[src/rcr_pkg.sv]
package rcr_pkg;

    // Default history length (colours kept)
    localparam int HISTORY_DEPTH_DEF = 16;

    localparam int COLOR_W = 24;
    localparam int COORD_W = 8;
    localparam int SQ_W    = 2 * COORD_W;    // one squared offset
    localparam int D2_W    = SQ_W + 1;       // dx*dx + dy*dy
    localparam int ROOT_W  = 9;              // rounded distance, at most 361

    // func codes
    localparam logic FUNC_PUSH  = 1'b0;
    localparam logic FUNC_PIXEL = 1'b1;

    typedef struct packed {
        logic               func;
        logic [COLOR_W-1:0] new_color;
        logic [COORD_W-1:0] pixel_x;
        logic [COORD_W-1:0] pixel_y;
        logic [COORD_W-1:0] point_x;
        logic [COORD_W-1:0] point_y;
        logic               explode;
    } in_t;

    typedef struct packed {
        logic [COLOR_W-1:0] pixel_color;
        logic               index_clamped;
    } out_t;

    // controller -> datapath
    typedef struct packed {
        logic push;        // write colour into history at oldest slot
        logic load;        // capture pixel request
        logic square;      // dx*dx + dy*dy, seed the root search
        logic root_step;   // one bit of the square root
        logic round;       // round to nearest
        logic index;       // history slot and clamp flag
        logic deliver;     // load output register
    } cmd_t;

    // datapath -> controller
    typedef struct packed {
        logic root_last;   // current root step is the final bit
        logic out_free;    // output register can take a result
    } sts_t;

endpackage

[src/rcr_ctrl.sv]
module rcr_ctrl (
    input  logic          aclk,
    input  logic          aresetn,
    input  logic          s_valid,
    input  logic          s_func,
    output logic          s_ready,
    input  rcr_pkg::sts_t sts,
    output rcr_pkg::cmd_t cmd
);
    import rcr_pkg::*;

    typedef enum logic [2:0] {
        ST_IDLE,
        ST_SQUARE,
        ST_ROOT,
        ST_ROUND,
        ST_INDEX,
        ST_READ,
        ST_SEND
    } state_t;

    state_t state_reg, state_next;
    logic   accept;

    assign s_ready = (state_reg == ST_IDLE);
    assign accept  = s_valid && s_ready;

    always_comb begin
        state_next    = state_reg;
        cmd           = '0;
        case (state_reg)
            ST_IDLE: begin
                if (accept) begin
                    if (s_func == FUNC_PIXEL) begin
                        cmd.load   = 1'b1;
                        state_next = ST_SQUARE;
                    end else begin
                        cmd.push   = 1'b1;
                    end
                end
            end
            ST_SQUARE: begin
                cmd.square = 1'b1;
                state_next = ST_ROOT;
            end
            ST_ROOT: begin
                cmd.root_step = 1'b1;
                if (sts.root_last) begin
                    state_next = ST_ROUND;
                end
            end
            ST_ROUND: begin
                cmd.round  = 1'b1;
                state_next = ST_INDEX;
            end
            ST_INDEX: begin
                cmd.index  = 1'b1;
                state_next = ST_READ;
            end
            ST_READ: begin
                state_next = ST_SEND;
            end
            ST_SEND: begin
                if (sts.out_free) begin
                    cmd.deliver = 1'b1;
                    state_next  = ST_IDLE;
                end
            end
            default: begin
                state_next = ST_IDLE;
            end
        endcase
    end

    always_ff @(posedge aclk) begin
        if (!aresetn) begin
            state_reg <= ST_IDLE;
        end else begin
            state_reg <= state_next;
        end
    end

endmodule

[src/rcr_datapath.sv]
module rcr_datapath #(
    parameter int HISTORY_DEPTH = rcr_pkg::HISTORY_DEPTH_DEF
) (
    input  logic          aclk,
    input  logic          aresetn,
    input  rcr_pkg::in_t  s_data,
    input  rcr_pkg::cmd_t cmd,
    output rcr_pkg::sts_t sts,
    input  logic          m_ready,
    output logic          m_valid,
    output rcr_pkg::out_t m_data
);
    import rcr_pkg::*;

    localparam int IDX_W = (HISTORY_DEPTH > 1) ? $clog2(HISTORY_DEPTH) : 1;
    localparam int SUM_W = IDX_W + 1;
    localparam logic [IDX_W-1:0]  LAST_IDX  = IDX_W'(HISTORY_DEPTH - 1);
    localparam logic [ROOT_W-1:0] LAST_DIST = ROOT_W'(HISTORY_DEPTH - 1);
    localparam logic [SUM_W-1:0]  DEPTH_S   = SUM_W'(HISTORY_DEPTH);

    // history ring; valid bits stand in for the reset-to-black contents
    logic [COLOR_W-1:0]       hist_mem [HISTORY_DEPTH];
    logic [HISTORY_DEPTH-1:0] hist_vld_reg;
    logic [IDX_W-1:0]         oldest_reg;

    in_t                item_reg;
    logic [D2_W-1:0]    d2_reg;
    logic [ROOT_W-1:0]  root_reg;
    logic [ROOT_W-1:0]  bit_reg;
    logic [IDX_W-1:0]   slot_reg;
    logic               clamped_reg;
    logic [COLOR_W-1:0] rd_data_reg;
    logic               rd_vld_reg;
    logic               m_valid_reg;
    out_t               m_data_reg;

    logic [COORD_W-1:0]  dx, dy;
    logic [SQ_W-1:0]     dx_sq, dy_sq;
    logic [ROOT_W-1:0]   trial;
    logic [2*ROOT_W-1:0] trial_sq;
    logic [2*ROOT_W-1:0] root_sq;
    logic [2*ROOT_W:0]   round_sum;
    logic                clamp;
    logic [IDX_W-1:0]    idx;
    logic [SUM_W-1:0]    slot_sum;
    logic [SUM_W-1:0]    slot_wrap;

    // absolute offsets and squares
    always_comb begin
        dx = (item_reg.pixel_x >= item_reg.point_x) ? item_reg.pixel_x - item_reg.point_x
                                                    : item_reg.point_x - item_reg.pixel_x;
        dy = (item_reg.pixel_y >= item_reg.point_y) ? item_reg.pixel_y - item_reg.point_y
                                                    : item_reg.point_y - item_reg.pixel_y;
        dx_sq = dx * dx;
        dy_sq = dy * dy;
    end

    // one bit of floor(sqrt(d2)) per step, MSB first
    assign trial    = root_reg | bit_reg;
    assign trial_sq = trial * trial;

    // nearest integer: bump when root*root + root < d2
    assign root_sq   = root_reg * root_reg;
    assign round_sum = {1'b0, root_sq} + (2*ROOT_W+1)'(root_reg);

    // history index and ring slot
    always_comb begin
        clamp = (root_reg > LAST_DIST);
        if (clamp) begin
            idx = item_reg.explode ? '0 : LAST_IDX;
        end else begin
            idx = item_reg.explode ? LAST_IDX - root_reg[IDX_W-1:0] : root_reg[IDX_W-1:0];
        end
        slot_sum  = {1'b0, oldest_reg} + {1'b0, idx};
        slot_wrap = (slot_sum >= DEPTH_S) ? slot_sum - DEPTH_S : slot_sum;
    end

    assign sts.root_last = bit_reg[0];
    assign sts.out_free  = !m_valid_reg || m_ready;

    // history memory: one write port, one registered read port
    always_ff @(posedge aclk) begin
        if (cmd.push) begin
            hist_mem[oldest_reg] <= s_data.new_color;
        end
        rd_data_reg <= hist_mem[slot_reg];
    end

    // control state
    always_ff @(posedge aclk) begin
        if (!aresetn) begin
            hist_vld_reg <= '0;
            oldest_reg   <= '0;
            m_valid_reg  <= 1'b0;
        end else begin
            if (cmd.push) begin
                hist_vld_reg[oldest_reg] <= 1'b1;
                oldest_reg <= (oldest_reg == LAST_IDX) ? '0 : oldest_reg + 1'b1;
            end
            if (cmd.deliver) begin
                m_valid_reg <= 1'b1;
            end else if (m_ready) begin
                m_valid_reg <= 1'b0;
            end
        end
    end

    // payload
    always_ff @(posedge aclk) begin
        rd_vld_reg <= hist_vld_reg[slot_reg];
        if (cmd.load) begin
            item_reg <= s_data;
        end
        if (cmd.square) begin
            d2_reg   <= {1'b0, dx_sq} + {1'b0, dy_sq};
            root_reg <= '0;
            bit_reg  <= {1'b1, {(ROOT_W-1){1'b0}}};
        end
        if (cmd.root_step) begin
            if (trial_sq <= (2*ROOT_W)'(d2_reg)) begin
                root_reg <= trial;
            end
            bit_reg <= bit_reg >> 1;
        end
        if (cmd.round) begin
            if (round_sum < (2*ROOT_W+1)'(d2_reg)) begin
                root_reg <= root_reg + 1'b1;
            end
        end
        if (cmd.index) begin
            slot_reg    <= slot_wrap[IDX_W-1:0];
            clamped_reg <= clamp;
        end
        if (cmd.deliver) begin
            m_data_reg.pixel_color   <= rd_vld_reg ? rd_data_reg : '0;
            m_data_reg.index_clamped <= clamped_reg;
        end
    end

    assign m_valid = m_valid_reg;
    assign m_data  = m_data_reg;

endmodule

[src/radial_color_ripple_pixel.sv]
// Channel   Direction  Handshake          Payload
// s_        in         s_valid / s_ready  rcr_pkg::in_t  (push colour or pixel request)
// m_        out        m_valid / m_ready  rcr_pkg::out_t (pixel colour, clamp flag)
//
// A push request completes on accept; pushes can be accepted back to back.
// A pixel request raises m_valid after these steps: squared distance, square root
// one bit per cycle, round, slot, history read, load; the load waits for a free output.
// The next request is taken the cycle after the result is loaded, not before.
// aresetn (sync, active low) clears the ring pointer, the valid bits (history reads
// as black) and the output valid. A stalled m_ready holds the result and the input.
module radial_color_ripple_pixel #(
    parameter int HISTORY_DEPTH = rcr_pkg::HISTORY_DEPTH_DEF
) (
    input  logic          aclk,
    input  logic          aresetn,
    // request channel
    input  logic          s_valid,
    output logic          s_ready,
    input  rcr_pkg::in_t  s_data,
    // result channel
    output logic          m_valid,
    input  logic          m_ready,
    output rcr_pkg::out_t m_data
);
    import rcr_pkg::*;

    cmd_t cmd;
    sts_t sts;

    // sequencer: accept, square, root steps, round, index, read, deliver
    rcr_ctrl u_ctrl (
        .aclk    (aclk),
        .aresetn (aresetn),
        .s_valid (s_valid),
        .s_func  (s_data.func),
        .s_ready (s_ready),
        .sts     (sts),
        .cmd     (cmd)
    );

    // arithmetic, colour history ring and output register
    rcr_datapath #(
        .HISTORY_DEPTH (HISTORY_DEPTH)
    ) u_datapath (
        .aclk    (aclk),
        .aresetn (aresetn),
        .s_data  (s_data),
        .cmd     (cmd),
        .sts     (sts),
        .m_ready (m_ready),
        .m_valid (m_valid),
        .m_data  (m_data)
    );

endmodule
[config.mk]
export PLATFORM = sky130hd
export DESIGN_NAME = radial_color_ripple_pixel
export DESIGN_NICKNAME = d
export VERILOG_FILES = /design/src/rcr_pkg.sv /design/src/rcr_ctrl.sv /design/src/rcr_datapath.sv /design/src/radial_color_ripple_pixel.sv
export SDC_FILE = /design/constraint.sdc
export NUM_CORES = 1
export LEC_CHECK = 0
export BUFFER_PORTS_ARGS = -buffer_cell sky130_fd_sc_hd__buf_4
export CAP_MARGIN = 0
export CORE_MARGIN = 5
export CORE_UTILIZATION = 50
export DETAILED_ROUTE_END_ITERATION = 10
export PLACE_DENSITY = 0.66
export SLEW_MARGIN = 20
export SYNTH_ARGS = -nofsm -noshare
export SYNTH_HDL_FRONTEND = slang
export SYNTH_SLANG_ARGS = --single-unit
[constraint.sdc]
create_clock -name aclk -period 23.8 [get_ports aclk]
set_clock_uncertainty 0.2 [all_clocks]
set_input_delay 4.76 -clock aclk [delete_from_list [all_inputs] [get_ports aclk]]
set_output_delay 4.76 -clock aclk [all_outputs]
set_load 0.02 [all_outputs]
==> summary.md, run 1 <==
| Metric | Value |
|---|---|
| Buffers from clock root to sink, at most | 3 |
| Worst Hold Endpoint | u_datapath.m_data[0] |
| Vertical extent of the die | between 200 and 300 um |
| Most area-hungry cell type in the Yosys netlist | sky130_fd_sc_hd__edfxtp_1 |
| Placer's final routability congestion estimate | 0.841 |
| Rel. slew slack | 26.7% |
| Outcome | finished clean |
| Synth Instances | between 2000 and 2500 |
| Max-cap check violation count | 0 |
| Net count after synthesis | roughly 2500 |
| TritonCTS clock tree | built |
| Floorplan row count | between 80 and 90 |
| Proportion of netlist area held by the largest area contributor | 48.0% |
| Unrepaired setup endpoints after global routing | no |
| Most frequently used flop master after synthesis | sky130_fd_sc_hd__edfxtp_1 |
| Maximum level of the CTS H-tree | 2 |
| Endpoint type of the worst setup path | flip-flop |
| Number of flip-flops and latches in the synthesized netlist | 531 |
| Average cell area after synthesis | 14.1 um^2 |
| Most used standard cell by instance count after synthesis | sky130_fd_sc_hd__edfxtp_1 |
| Critical path launch point type | flip-flop |
| Nets | around 2600 |
| Cts bufs inserted | 53 |
| Number of port buffers | 88 |
| Share of flip-flops with an asynchronous set or reset | 0% |
| Overall die width | 253 um |
| Slew @ Worst Pin | approximately 1.1 ns |
| Type of the setup path with the least slack | reg2reg |
| FF-to-FF path depth | 27 |
| Worst hold path depth | 0 |
| Post-synthesis cell type count | 77 |
| Netlist area before placement | 0.0295 mm^2 |
| Final Setup Violations | 0 |
| Core area | 0.0588 mm^2 |
| Highest clock rate | 114 MHz |
| Count of hold-fix buffers inserted at cts | 0 |
| Maximum number of pins on one net before global-route repair | between 100 and 150 |
| Wire length per cell | 20.6 um |
| Worst hold path class | reg2reg |
| Die Footprint | 0.0640 mm^2 |
| Data required, critical path | 23.91 ns |
| Starting utilization of the core area | approximately half |
| Routed via count | 16500 |
| Met2 WL | 31400 um |
| Count of final max-slew check failures | 0 |
| Post-route setup TNS | 0 ns |
| Synth area leaders | sky130_fd_sc_hd__edfxtp_1, sky130_fd_sc_hd__fa_1, sky130_fd_sc_hd__mux4_2, sky130_fd_sc_hd__ha_1, sky130_fd_sc_hd__inv_1 |
| Post-synth top cells | sky130_fd_sc_hd__edfxtp_1, sky130_fd_sc_hd__inv_1, sky130_fd_sc_hd__ha_1, sky130_fd_sc_hd__fa_1, sky130_fd_sc_hd__nor2_1 |
| Clock period minus final worst setup slack | 8.79 ns |
| Number of sinks handled by clock tree synthesis | around 530 |
| First-pass GRT wire length | 98700 um |
| Violation count after the first detailed-routing iteration | 1064 |
| DRC violation count after routing | 0 |
| Clock root cell | sky130_fd_sc_hd__clkbuf_16 |
| Worst Min Path Start | u_datapath.clamped_reg |
| Register-to-Register Setup Slack | roughly 15 ns |
| Yosys warning count | 0 |
| Vias in the first global route | between 15000 and 20000 |
| Postcts setup bufs | 0 |
| Initial antenna violation count | 4 |
| Fraction of the cycle the final worst path needs | 37.0% |
| Wire length the detailed router placed on met1 | 27000 um |
| Sequential fraction of the synthesis area | 52.0% |
| Mean number of vias per cell | 5.46 |
| Clock latency reported for the late side of the worst-skew pair | 0.60 ns |
| Max FFs per register | 384 |
| Crit Reg-Reg Endpoint | u_datapath.d2_reg[16] |
| Synthesis-to-finish area growth | 11.8% |
| Boundary Pins | 89 |
| Count of flip-flops with a built-in enable after synthesis | 472 |
| Total routed wirelength | a little over 60000 um |
| HPWL after detailed placement | around 41000 um |
| Clock-pin transition on the worst setup and hold timing paths | 0.07 ns |
| Sum of overflow across all layers after global routing | 0 |
| Data arrival time at the worst-slack endpoint | ~9 ns |
| WL met3 | 2720 um |
| Count of nets left with antenna violations after detail routing | 0 |
| R2R Path Start | u_datapath.item_reg[17] |
| Share of layout cells above drive strength 1 | 16.9% |
| Quantity of gates resized following cts | 0 |
| Number of detailed-routing iterations run before antenna repair | 5 |
| Top fanout value on the critical path | 11 |
| Uppermost signal routing layer after detailed routing | met5 |
| Hold violation total from the final report | 0 |
| All-Layer GR Usage | 19.7% |
area by class of cell:
class / count / area (um^2)
Antenna cell: 1 / 2.50
Clock buffer: 72 / 1440
Clock inverter: 26 / 263
Fill cell: 4695 / 25800
Inverter: 330 / 1240
Multi-Input combinational cell: 1176 / 12800
Sequential cell: 531 / 15400
Tap cell: 773 / 967
Timing Repair Buffer: 114 / 912
worst max-delay path, stage by stage, from the launching register on:
cell	delay [ns]
sky130_fd_sc_hd__edfxtp_1	0.40
sky130_fd_sc_hd__inv_1	0.07
sky130_fd_sc_hd__ha_1	0.18
sky130_fd_sc_hd__inv_1	0.07
sky130_fd_sc_hd__fa_1	0.38
sky130_fd_sc_hd__a21oi_1	0.19
sky130_fd_sc_hd__o2111ai_1	0.16
sky130_fd_sc_hd__a41oi_1	0.90
sky130_fd_sc_hd__mux2_1	0.42
sky130_fd_sc_hd__a31o_2	0.26
sky130_fd_sc_hd__a21boi_1	0.18
sky130_fd_sc_hd__mux2_2	0.42
sky130_fd_sc_hd__nor2_1	0.26
sky130_fd_sc_hd__fa_1	0.49
sky130_fd_sc_hd__fa_1	0.52
sky130_fd_sc_hd__fa_1	0.46
sky130_fd_sc_hd__fa_1	0.48
sky130_fd_sc_hd__fa_1	0.49
sky130_fd_sc_hd__inv_1	0.05
sky130_fd_sc_hd__fa_1	0.47
sky130_fd_sc_hd__inv_1	0.04
sky130_fd_sc_hd__ha_1	0.32
sky130_fd_sc_hd__a21o_1	0.18
sky130_fd_sc_hd__a31o_2	0.23
sky130_fd_sc_hd__a211oi_1	0.31
sky130_fd_sc_hd__o31ai_1	0.12
sky130_fd_sc_hd__a21oi_1	0.18
sky130_fd_sc_hd__xnor2_1	0.08
worst max-delay path by stage:
| stage | from | end | slack, ns |
|---|---|---|---|
| after floorplan | u_datapath.item_reg[17] | u_datapath.d2_reg[16] | 16.05 |
| after global placement | u_datapath.item_reg[17] | u_datapath.d2_reg[16] | 15.39 |
| after detailed placement | u_datapath.item_reg[17] | u_datapath.d2_reg[16] | 15.17 |
| after CTS | u_datapath.item_reg[17] | u_datapath.d2_reg[16] | 15.07 |
| after global routing | u_datapath.item_reg[17] | u_datapath.d2_reg[16] | 14.61 |
| final | u_datapath.item_reg[17] | u_datapath.d2_reg[16] | 15.01 |
metal layers:
layer / track usage, % / vias to the layer above
met2: 34.1 / 352
li1: - / 7637
met5: 0 / -
met3: 2.86 / 81
met4: 3.83 / 2
met1: 27.3 / 8421
cells in the final DEF, fill, tap and decap left out, drive strengths merged, types with 6 or more instances in the layout:
| cell type | n |
|---|---|
| a221oi | 7 |
| a21o | 24 |
| clkinv | 20 |
| nand2 | 65 |
| mux2i | 13 |
| fa | 158 |
| xnor2 | 53 |
| mux2 | 6 |
| xor2 | 18 |
| nand2b | 22 |
| nor3 | 22 |
| nand3 | 14 |
| inv | 330 |
| nand4 | 12 |
| a31oi | 8 |
| o21bai | 9 |
| nor2 | 153 |
| o21ai | 32 |
| edfxtp | 472 |
| mux4 | 125 |
| nor2b | 14 |
| or2 | 18 |
| ha | 203 |
| o21a | 27 |
| dfxtp | 59 |
| and3 | 9 |
| clkbuf | 72 |
| and2 | 46 |
| a21oi | 56 |
| buf | 114 |
| a211oi | 11 |
cells by family after synthesis:
kind of cell	Yosys count	synth area share [%]
flip-flops	531	52.0
buffers and inverters	388	4.94
multiplexers	144	10.2
AND/OR/NAND/NOR	388	6.38
XOR/XNOR	71	2.13
adder cells (fa/ha/maj)	361	19.3
AO/OA/AOI/OAI	212	5.05
metrics by stage:
step | hold WS (ns) | setup WS [ns] | area [um^2] | utilization (%) | cells
after global placement | 0.241 | 15.39 | 31200 | 53.1 | 2921
after detailed placement | 0.250 | 15.17 | 31300 | 53.2 | 2922
after CTS | 0.254 | 15.07 | 33000 | 56.1 | 3020
after floorplan | 0.200 | 16.05 | 29500 | - | 2095
after global routing | 0.260 | 14.61 | 33000 | 56.1 | 3022
final | 0.251 | 15.01 | 33000 | 56.2 | 3023
Power of run 1 is not shown: default switching activity piles up to over one toggle a cycle in this logic, so the estimate is an artifact.
==> run 2, diff against run 1 <==
--- a/config.mk
+++ b/config.mk
@@ -10,7 +10,7 @@
 export CORE_MARGIN = 5
 export CORE_UTILIZATION = 50
 export DETAILED_ROUTE_END_ITERATION = 10
-export PLACE_DENSITY = 0.66
+export PLACE_DENSITY = 0.69
 export SLEW_MARGIN = 20
 export SYNTH_ARGS = -nofsm -noshare
 export SYNTH_HDL_FRONTEND = slang
==> constraint.sdc (replaced) <==
create_clock -name aclk -period 7.55 [get_ports aclk]
set_clock_uncertainty 0.2 [all_clocks]
set_input_delay 1.51 -clock aclk [delete_from_list [all_inputs] [get_ports aclk]]
set_output_delay 1.51 -clock aclk [all_outputs]
set_load 0.02 [all_outputs]
==> summary.md, run 2 (same netlist as run 1, synthesis figures left out) <==
| Metric | Value |
|---|---|
| Outcome | finished clean |
| Highest clock rate | 135 MHz |
| Synthesis-to-finish area growth | 15.7% |
| Starting utilization of the core area | 50.2% |
| Total routed wirelength | ~64000 um |
| Fraction of the cycle the final worst path needs | 98.3% |
| Worst Min Path Start | u_datapath.clamped_reg |
| Fill count | 4511 |
| Vertical extent of the die | 253 um |
| R2R Path Start | u_datapath.item_reg[17] |
| Count of hold-fix buffers inserted at cts | 0 |
| Launch point of the critical path | u_datapath.item_reg[17] |
| Count of nets left with antenna violations after detail routing | 0 |
| Data arrival time at the worst-slack endpoint | between 7 and 8 ns |
| Number of detailed-routing iterations run before antenna repair | 5 |
| Worst slack at placement | -0.130 ns |
| All-Layer GR Usage | about a fifth |
| Core area | 0.0588 mm^2 |
| Clock latency reported for the late side of the worst-skew pair | 0.64 ns |
| Number of port buffers | 88 |
| Boundary Pins | approximately 90 |
| Count of final max-slew check failures | 0 |
| Final critical-path setup slack | 0.132 ns |
| Critical path launch point type | flip-flop |
| Data required, critical path | 7.71 ns |
| Wire length per cell | 20.6 um |
| Clock root cell | sky130_fd_sc_hd__clkbuf_16 |
| Top fanout value on the critical path | 4 |
| Type of the setup path with the least slack | reg2reg |
| Worst hold path class | reg2reg |
| Sum of overflow across all layers after global routing | 0 |
| Max-cap check violation count | 0 |
| Post-route setup TNS | 0 ns |
| Mean number of vias per cell | 5.46 |
| Number of sinks handled by clock tree synthesis | 531 |
| Violation count after the first detailed-routing iteration | 1205 |
| Most frequent standard cell in the layout excluding fill and tap cells | sky130_fd_sc_hd__edfxtp_1 |
| Rel. slew slack | between 20% and 30% |
| Max FFs per register | 384 |
| Placer's final routability congestion estimate | 0.874 |
| Routed via count | between 15000 and 20000 |
| Unrepaired setup endpoints after global routing | yes |
| Endpoint type of the worst setup path | flip-flop |
| Commonest cells after routing, fill and taps aside | sky130_fd_sc_hd__edfxtp_1, sky130_fd_sc_hd__inv_1, sky130_fd_sc_hd__ha_1, sky130_fd_sc_hd__buf_4, sky130_fd_sc_hd__fa_1 |
| Maximum number of pins on one net before global-route repair | between 100 and 150 |
| Buffers from clock root to sink, at most | 3 |
| Floorplan row count | 89 |
| Die Footprint | 0.0640 mm^2 |
| Maximum level of the CTS H-tree | 2 |
| Clock period minus final worst setup slack | between 7 and 8 ns |
| Overall die width | 253 um |
| First-pass GRT wire length | between 100000 and 150000 um |
| Share of layout cells above drive strength 1 | 22.4% |
| Slew @ Worst Pin | 1.05 ns |
| Initial antenna violation count | 4 |
| Nets | 2719 |
| Vias in the first global route | about 18000 |
| Hold violation total from the final report | 0 |
| DRC violation count after routing | 0 |
| Clock-pin transition on the worst setup and hold timing paths | around 0.070 ns |
| TritonCTS clock tree | built |
| Cts bufs inserted | 54 |
| Final Setup Violations | 0 |
| Register-to-Register Setup Slack | 0.13 ns |
| HPWL after detailed placement | 41900 um |
run 2: changes by cell type in the layout (fill, tap and decap cells not counted), moves of 5 or more:
cell	delta
sky130_fd_sc_hd__buf_4	+84
sky130_fd_sc_hd__nor2_1	-9
sky130_fd_sc_hd__nor2_2	+8
sky130_fd_sc_hd__a211oi_1	-5
sky130_fd_sc_hd__clkinv_1	+6
sky130_fd_sc_hd__ha_4	+8
sky130_fd_sc_hd__a211oi_2	+5
sky130_fd_sc_hd__ha_1	-10
run 2: final timing paths:
path,cells past startpoint,endpoint
setup / recovery,27,u_datapath.d2_reg[16]
hold / removal,0,u_datapath.m_data[0]
setup reg to reg,27,u_datapath.d2_reg[16]
hold reg to reg,0,u_datapath.m_data[0]
run 2: metal layers:
layer	track usage (%)	wire, um
met5	0	27
met3	3.92	3850
met4	4.84	1460
met1	27.2	26500
met2	34.3	32500
run 2: what timing repair did:
action,CTS,global route
pin swaps,1,34
gates resized for setup,5,64
endpoints found under the setup margin,5,17
setup buffers,0,11
run 2: area by class of cell:
class	count	area (um^2)	share of cell area (%)
clock inverter	31	337	0.985
clock buffer	70	1460	4.28
multi-input combinational	1176	13200	38.6
tap	773	967	2.83
antenna	1	2.50	0.00733
inverter	330	1240	3.63
timing repair buffer	203	1620	4.74
sequential	531	15400	45.0
run 2: metrics by stage:
step           instances  instance area (um^2)  hold slack, ns  util, %
2_1_floorplan       2095                 29600           0.200        -
3_3_place_gp        2998                 31800           0.210     54.2
3_5_place_dp        2998                 31800           0.224     54.2
4_1_cts             3099                 33700           0.248     57.2
5_1_grt             3114                 34200           0.249     58.1
6_report            3115                 34200           0.245     58.1
run 2: critical path: stages (launching register included):
cell	delay, ns
sky130_fd_sc_hd__edfxtp_1	0.38
sky130_fd_sc_hd__inv_1	0.07
sky130_fd_sc_hd__ha_2	0.18
sky130_fd_sc_hd__inv_2	0.04
sky130_fd_sc_hd__fa_2	0.34
sky130_fd_sc_hd__a21oi_2	0.16
sky130_fd_sc_hd__o2111ai_2	0.16
sky130_fd_sc_hd__a41oi_2	0.29
sky130_fd_sc_hd__mux2_4	0.34
sky130_fd_sc_hd__a31o_4	0.22
sky130_fd_sc_hd__a21boi_2	0.15
sky130_fd_sc_hd__mux2_4	0.35
sky130_fd_sc_hd__or2_1	0.23
sky130_fd_sc_hd__fa_1	0.49
sky130_fd_sc_hd__inv_1	0.07
sky130_fd_sc_hd__fa_1	0.55
sky130_fd_sc_hd__fa_1	0.42
sky130_fd_sc_hd__fa_1	0.46
sky130_fd_sc_hd__fa_1	0.49
sky130_fd_sc_hd__inv_1	0.05
sky130_fd_sc_hd__fa_1	0.48
sky130_fd_sc_hd__inv_1	0.06
sky130_fd_sc_hd__ha_4	0.27
sky130_fd_sc_hd__and3_4	0.18
sky130_fd_sc_hd__a211oi_2	0.07
sky130_fd_sc_hd__o31ai_1	0.25
sky130_fd_sc_hd__a21oi_1	0.12
sky130_fd_sc_hd__xnor2_1	0.13
Power of run 2 is left out for the same reason.
==> run 3, diff against run 2 <==
--- a/config.mk
+++ b/config.mk
@@ -5,6 +5,7 @@
 export SDC_FILE = /design/constraint.sdc
 export NUM_CORES = 1
 export LEC_CHECK = 0
+export ABC_AREA = 1
 export BUFFER_PORTS_ARGS = -buffer_cell sky130_fd_sc_hd__buf_4
 export CAP_MARGIN = 0
 export CORE_MARGIN = 5
==> summary.md, run 3 <==
| Metric | Value |
|---|---|
| Post-synthesis cell type count | 53 |
| Postcts setup bufs | 0 |
| Number of port buffers | 88 |
| Die Footprint | 0.0671 mm^2 |
| Worst hold path class | reg2reg |
| Number of detailed-routing iterations run before antenna repair | 5 |
| First-pass GRT wire length | about 110000 um |
| Highest clock rate | 141 MHz |
| Portion of netlist area occupied by mux cells | 3.16% |
| Sequential fraction of the synthesis area | 49.5% |
| Count of hold-fix buffers inserted at cts | 0 |
| Most area-hungry cell type in the Yosys netlist | sky130_fd_sc_hd__edfxtp_1 |
| Core area | 0.0616 mm^2 |
| Final Core Density | 56.2% |
| Data arrival time at the worst-slack endpoint | 7.31 ns |
| Number of flip-flops and latches in the synthesized netlist | 531 |
| All-Layer GR Usage | 21.0% |
| Synthesis-to-finish area growth | 11.7% |
| Critical path launch point type | flip-flop |
| Buffers from clock root to sink, at most | 3 |
| Boundary Pins | roughly 90 |
| Number of sinks handled by clock tree synthesis | 531 |
| Maximum number of pins on one net before global-route repair | 215 |
| FF-to-FF path depth | 30 |
| Clock period minus final worst setup slack | 7.11 ns |
| Mean number of vias per cell | approximately 5.2 |
| Xor/xnor cell area share of the yosys netlist | between 2 and 2.5% |
| Clock latency reported for the late side of the worst-skew pair | 0.63 ns |
| Critical path depth in cells | 30 |
| Outcome | finished clean |
| Slew @ Worst Pin | between 1 and 1.5 ns |
| Vias in the first global route | 20700 |
| Max FFs per register | 384 |
| Placed inst area | ~0.033 mm^2 |
| Clock root cell | sky130_fd_sc_hd__clkbuf_16 |
| Average cell area after synthesis | between 10 and 15 um^2 |
| Most frequent standard cell in the layout excluding fill and tap cells | sky130_fd_sc_hd__inv_1 |
| Data required, critical path | 7.76 ns |
| Total routed wirelength | roughly 70000 um |
| Share of flip-flops with an asynchronous set or reset | 0% |
| Yosys warning count | 0 |
| Proportion of netlist area held by the largest area contributor | 45.7% |
| Net count after synthesis | approximately 3300 |
| Floorplan row count | 91 |
| Post-route cell area | 0.0346 mm^2 |
| TritonCTS clock tree | built |
| Cts bufs inserted | 54 |
| Synth Instances | 2888 |
| Cell type group with the largest total delay on the critical path | adder cells |
| Cell repeated most along the worst path | sky130_fd_sc_hd__fa_1 |
| Nets | roughly 3400 |
| Overall die width | between 200 and 300 um |
| HPWL after detailed placement | between 40000 and 50000 um |
| Post-route setup TNS | 0 ns |
| Routed via count | about 20000 |
| Final Setup Violations | 0 |
| Vertical extent of the die | 259 um |
| Sum of overflow across all layers after global routing | 0 |
| Top fanout value on the critical path | 9 |
| Wire length per cell | around 18 um |
| Violation count after the first detailed-routing iteration | 1772 |
| Maximum level of the CTS H-tree | 2 |
| Count of flip-flops with a built-in enable after synthesis | between 400 and 500 |
| Type of the setup path with the least slack | reg2reg |
| Delay contributed by the slowest stage of the critical path | 0.57 ns |
| Max-cap check violation count | 0 |
| Starting utilization of the core area | 50.4% |
| Clock-pin transition on the worst setup and hold timing paths | 0.06 ns |
| Largest family of logic cells by synthesized area | adder cells |
| Hold violation total from the final report | 0 |
| Post-synth top cells | sky130_fd_sc_hd__inv_1, sky130_fd_sc_hd__edfxtp_1, sky130_fd_sc_hd__nand2_1, sky130_fd_sc_hd__nor2_1, sky130_fd_sc_hd__ha_1 |
| Rel. slew slack | 22.0% |
| Area share of and/or/nand/nor cells after synthesis | 9.70% |
| Commonest cells after routing, fill and taps aside | sky130_fd_sc_hd__inv_1, sky130_fd_sc_hd__edfxtp_1, sky130_fd_sc_hd__nand2_1, sky130_fd_sc_hd__nor2_1, sky130_fd_sc_hd__ha_1 |
| Count of final max-slew check failures | 0 |
| Register-to-Register Setup Slack | about 0.44 ns |
| DRC violation count after routing | 0 |
| Synth area leaders | sky130_fd_sc_hd__edfxtp_1, sky130_fd_sc_hd__fa_1, sky130_fd_sc_hd__ha_1, sky130_fd_sc_hd__inv_1, sky130_fd_sc_hd__dfxtp_1 |
| Share of layout cells above drive strength 1 | 9.85% |
| Worst hold path depth | 0 |
| Placer's final routability congestion estimate | slightly below 0.9 |
| Netlist area before placement | between 0.03 and 0.04 mm^2 |
| Initial antenna violation count | 5 |
| Fraction of the cycle the final worst path needs | 94.1% |
| Endpoint type of the worst setup path | flip-flop |
| Quantity of gates resized following cts | 0 |
| Number of buffers and inverters on the critical path | 6 |
| Most used standard cell by instance count after synthesis | sky130_fd_sc_hd__inv_1 |
| Area fraction in compound gates after synthesis | roughly 8.6% |
| CP max-delay cell | sky130_fd_sc_hd__fa_1 |
| Most frequently used flop master after synthesis | sky130_fd_sc_hd__edfxtp_1 |
| Adder-cell area share of the yosys netlist | 18.4% |
| Count of nets left with antenna violations after detail routing | 0 |
run 3: cell types whose count changed after synthesis, sizes merged, moves of 44 or more:
cell	previous run	this run
a21oi	56	166
and2	46	0
inv	328	568
mux2i	13	98
mux4	125	0
nand2	65	333
nand3	14	73
nor2	153	253
o211ai	4	103
o21ai	32	147
xor2	18	62
run 3: logic make-up after synthesis:
kind of cell | Yosys count
compound gates | 453
buf+inv | 669
fa+ha+maj | 361
simple gates | 691
mux | 98
xor+xnor | 85
flops | 531
run 3: metrics by stage:
stage          instances  hold slack (ns)  worst slack, ns
2_1_floorplan       2888            0.200            0.885
5_1_grt             3853            0.240         -0.00104
4_1_cts             3851            0.222            0.303
3_5_place_dp        3749            0.208            0.339
3_3_place_gp        3745            0.210            0.526
6_report            3856            0.222            0.445
run 3: layout make-up:
| cell class | instances | area [um^2] |
|---|---|---|
| Multi-Input combinational cell | 1688 | 13200 |
| Timing Repair Buffer | 125 | 1030 |
| Clock inverter | 35 | 395 |
| Fill cell | 5098 | 27000 |
| Sequential cell | 531 | 15400 |
| Inverter | 569 | 2140 |
| Tap cell | 837 | 1050 |
| Antenna cell | 4 | 10.0 |
| Clock buffer | 67 | 1420 |
run 3: routing by layer:
layer  routed length (um)  global-route usage, %  up-vias
li1                     -                      -     9726
met1                30900                   29.5     9857
met2                33500                   34.8      542
met3                 4410                   3.46      106
met4                 1320                   4.66        4
met5                   29                      0        -
run 3: worst paths after layout:
check                           from                    end
max          u_datapath.item_reg[17]  u_datapath.d2_reg[16]
min           u_datapath.clamped_reg   u_datapath.m_data[0]
max reg2reg  u_datapath.item_reg[17]  u_datapath.d2_reg[16]
min reg2reg   u_datapath.clamped_reg   u_datapath.m_data[0]
Power of run 3 is left out for the same reason.
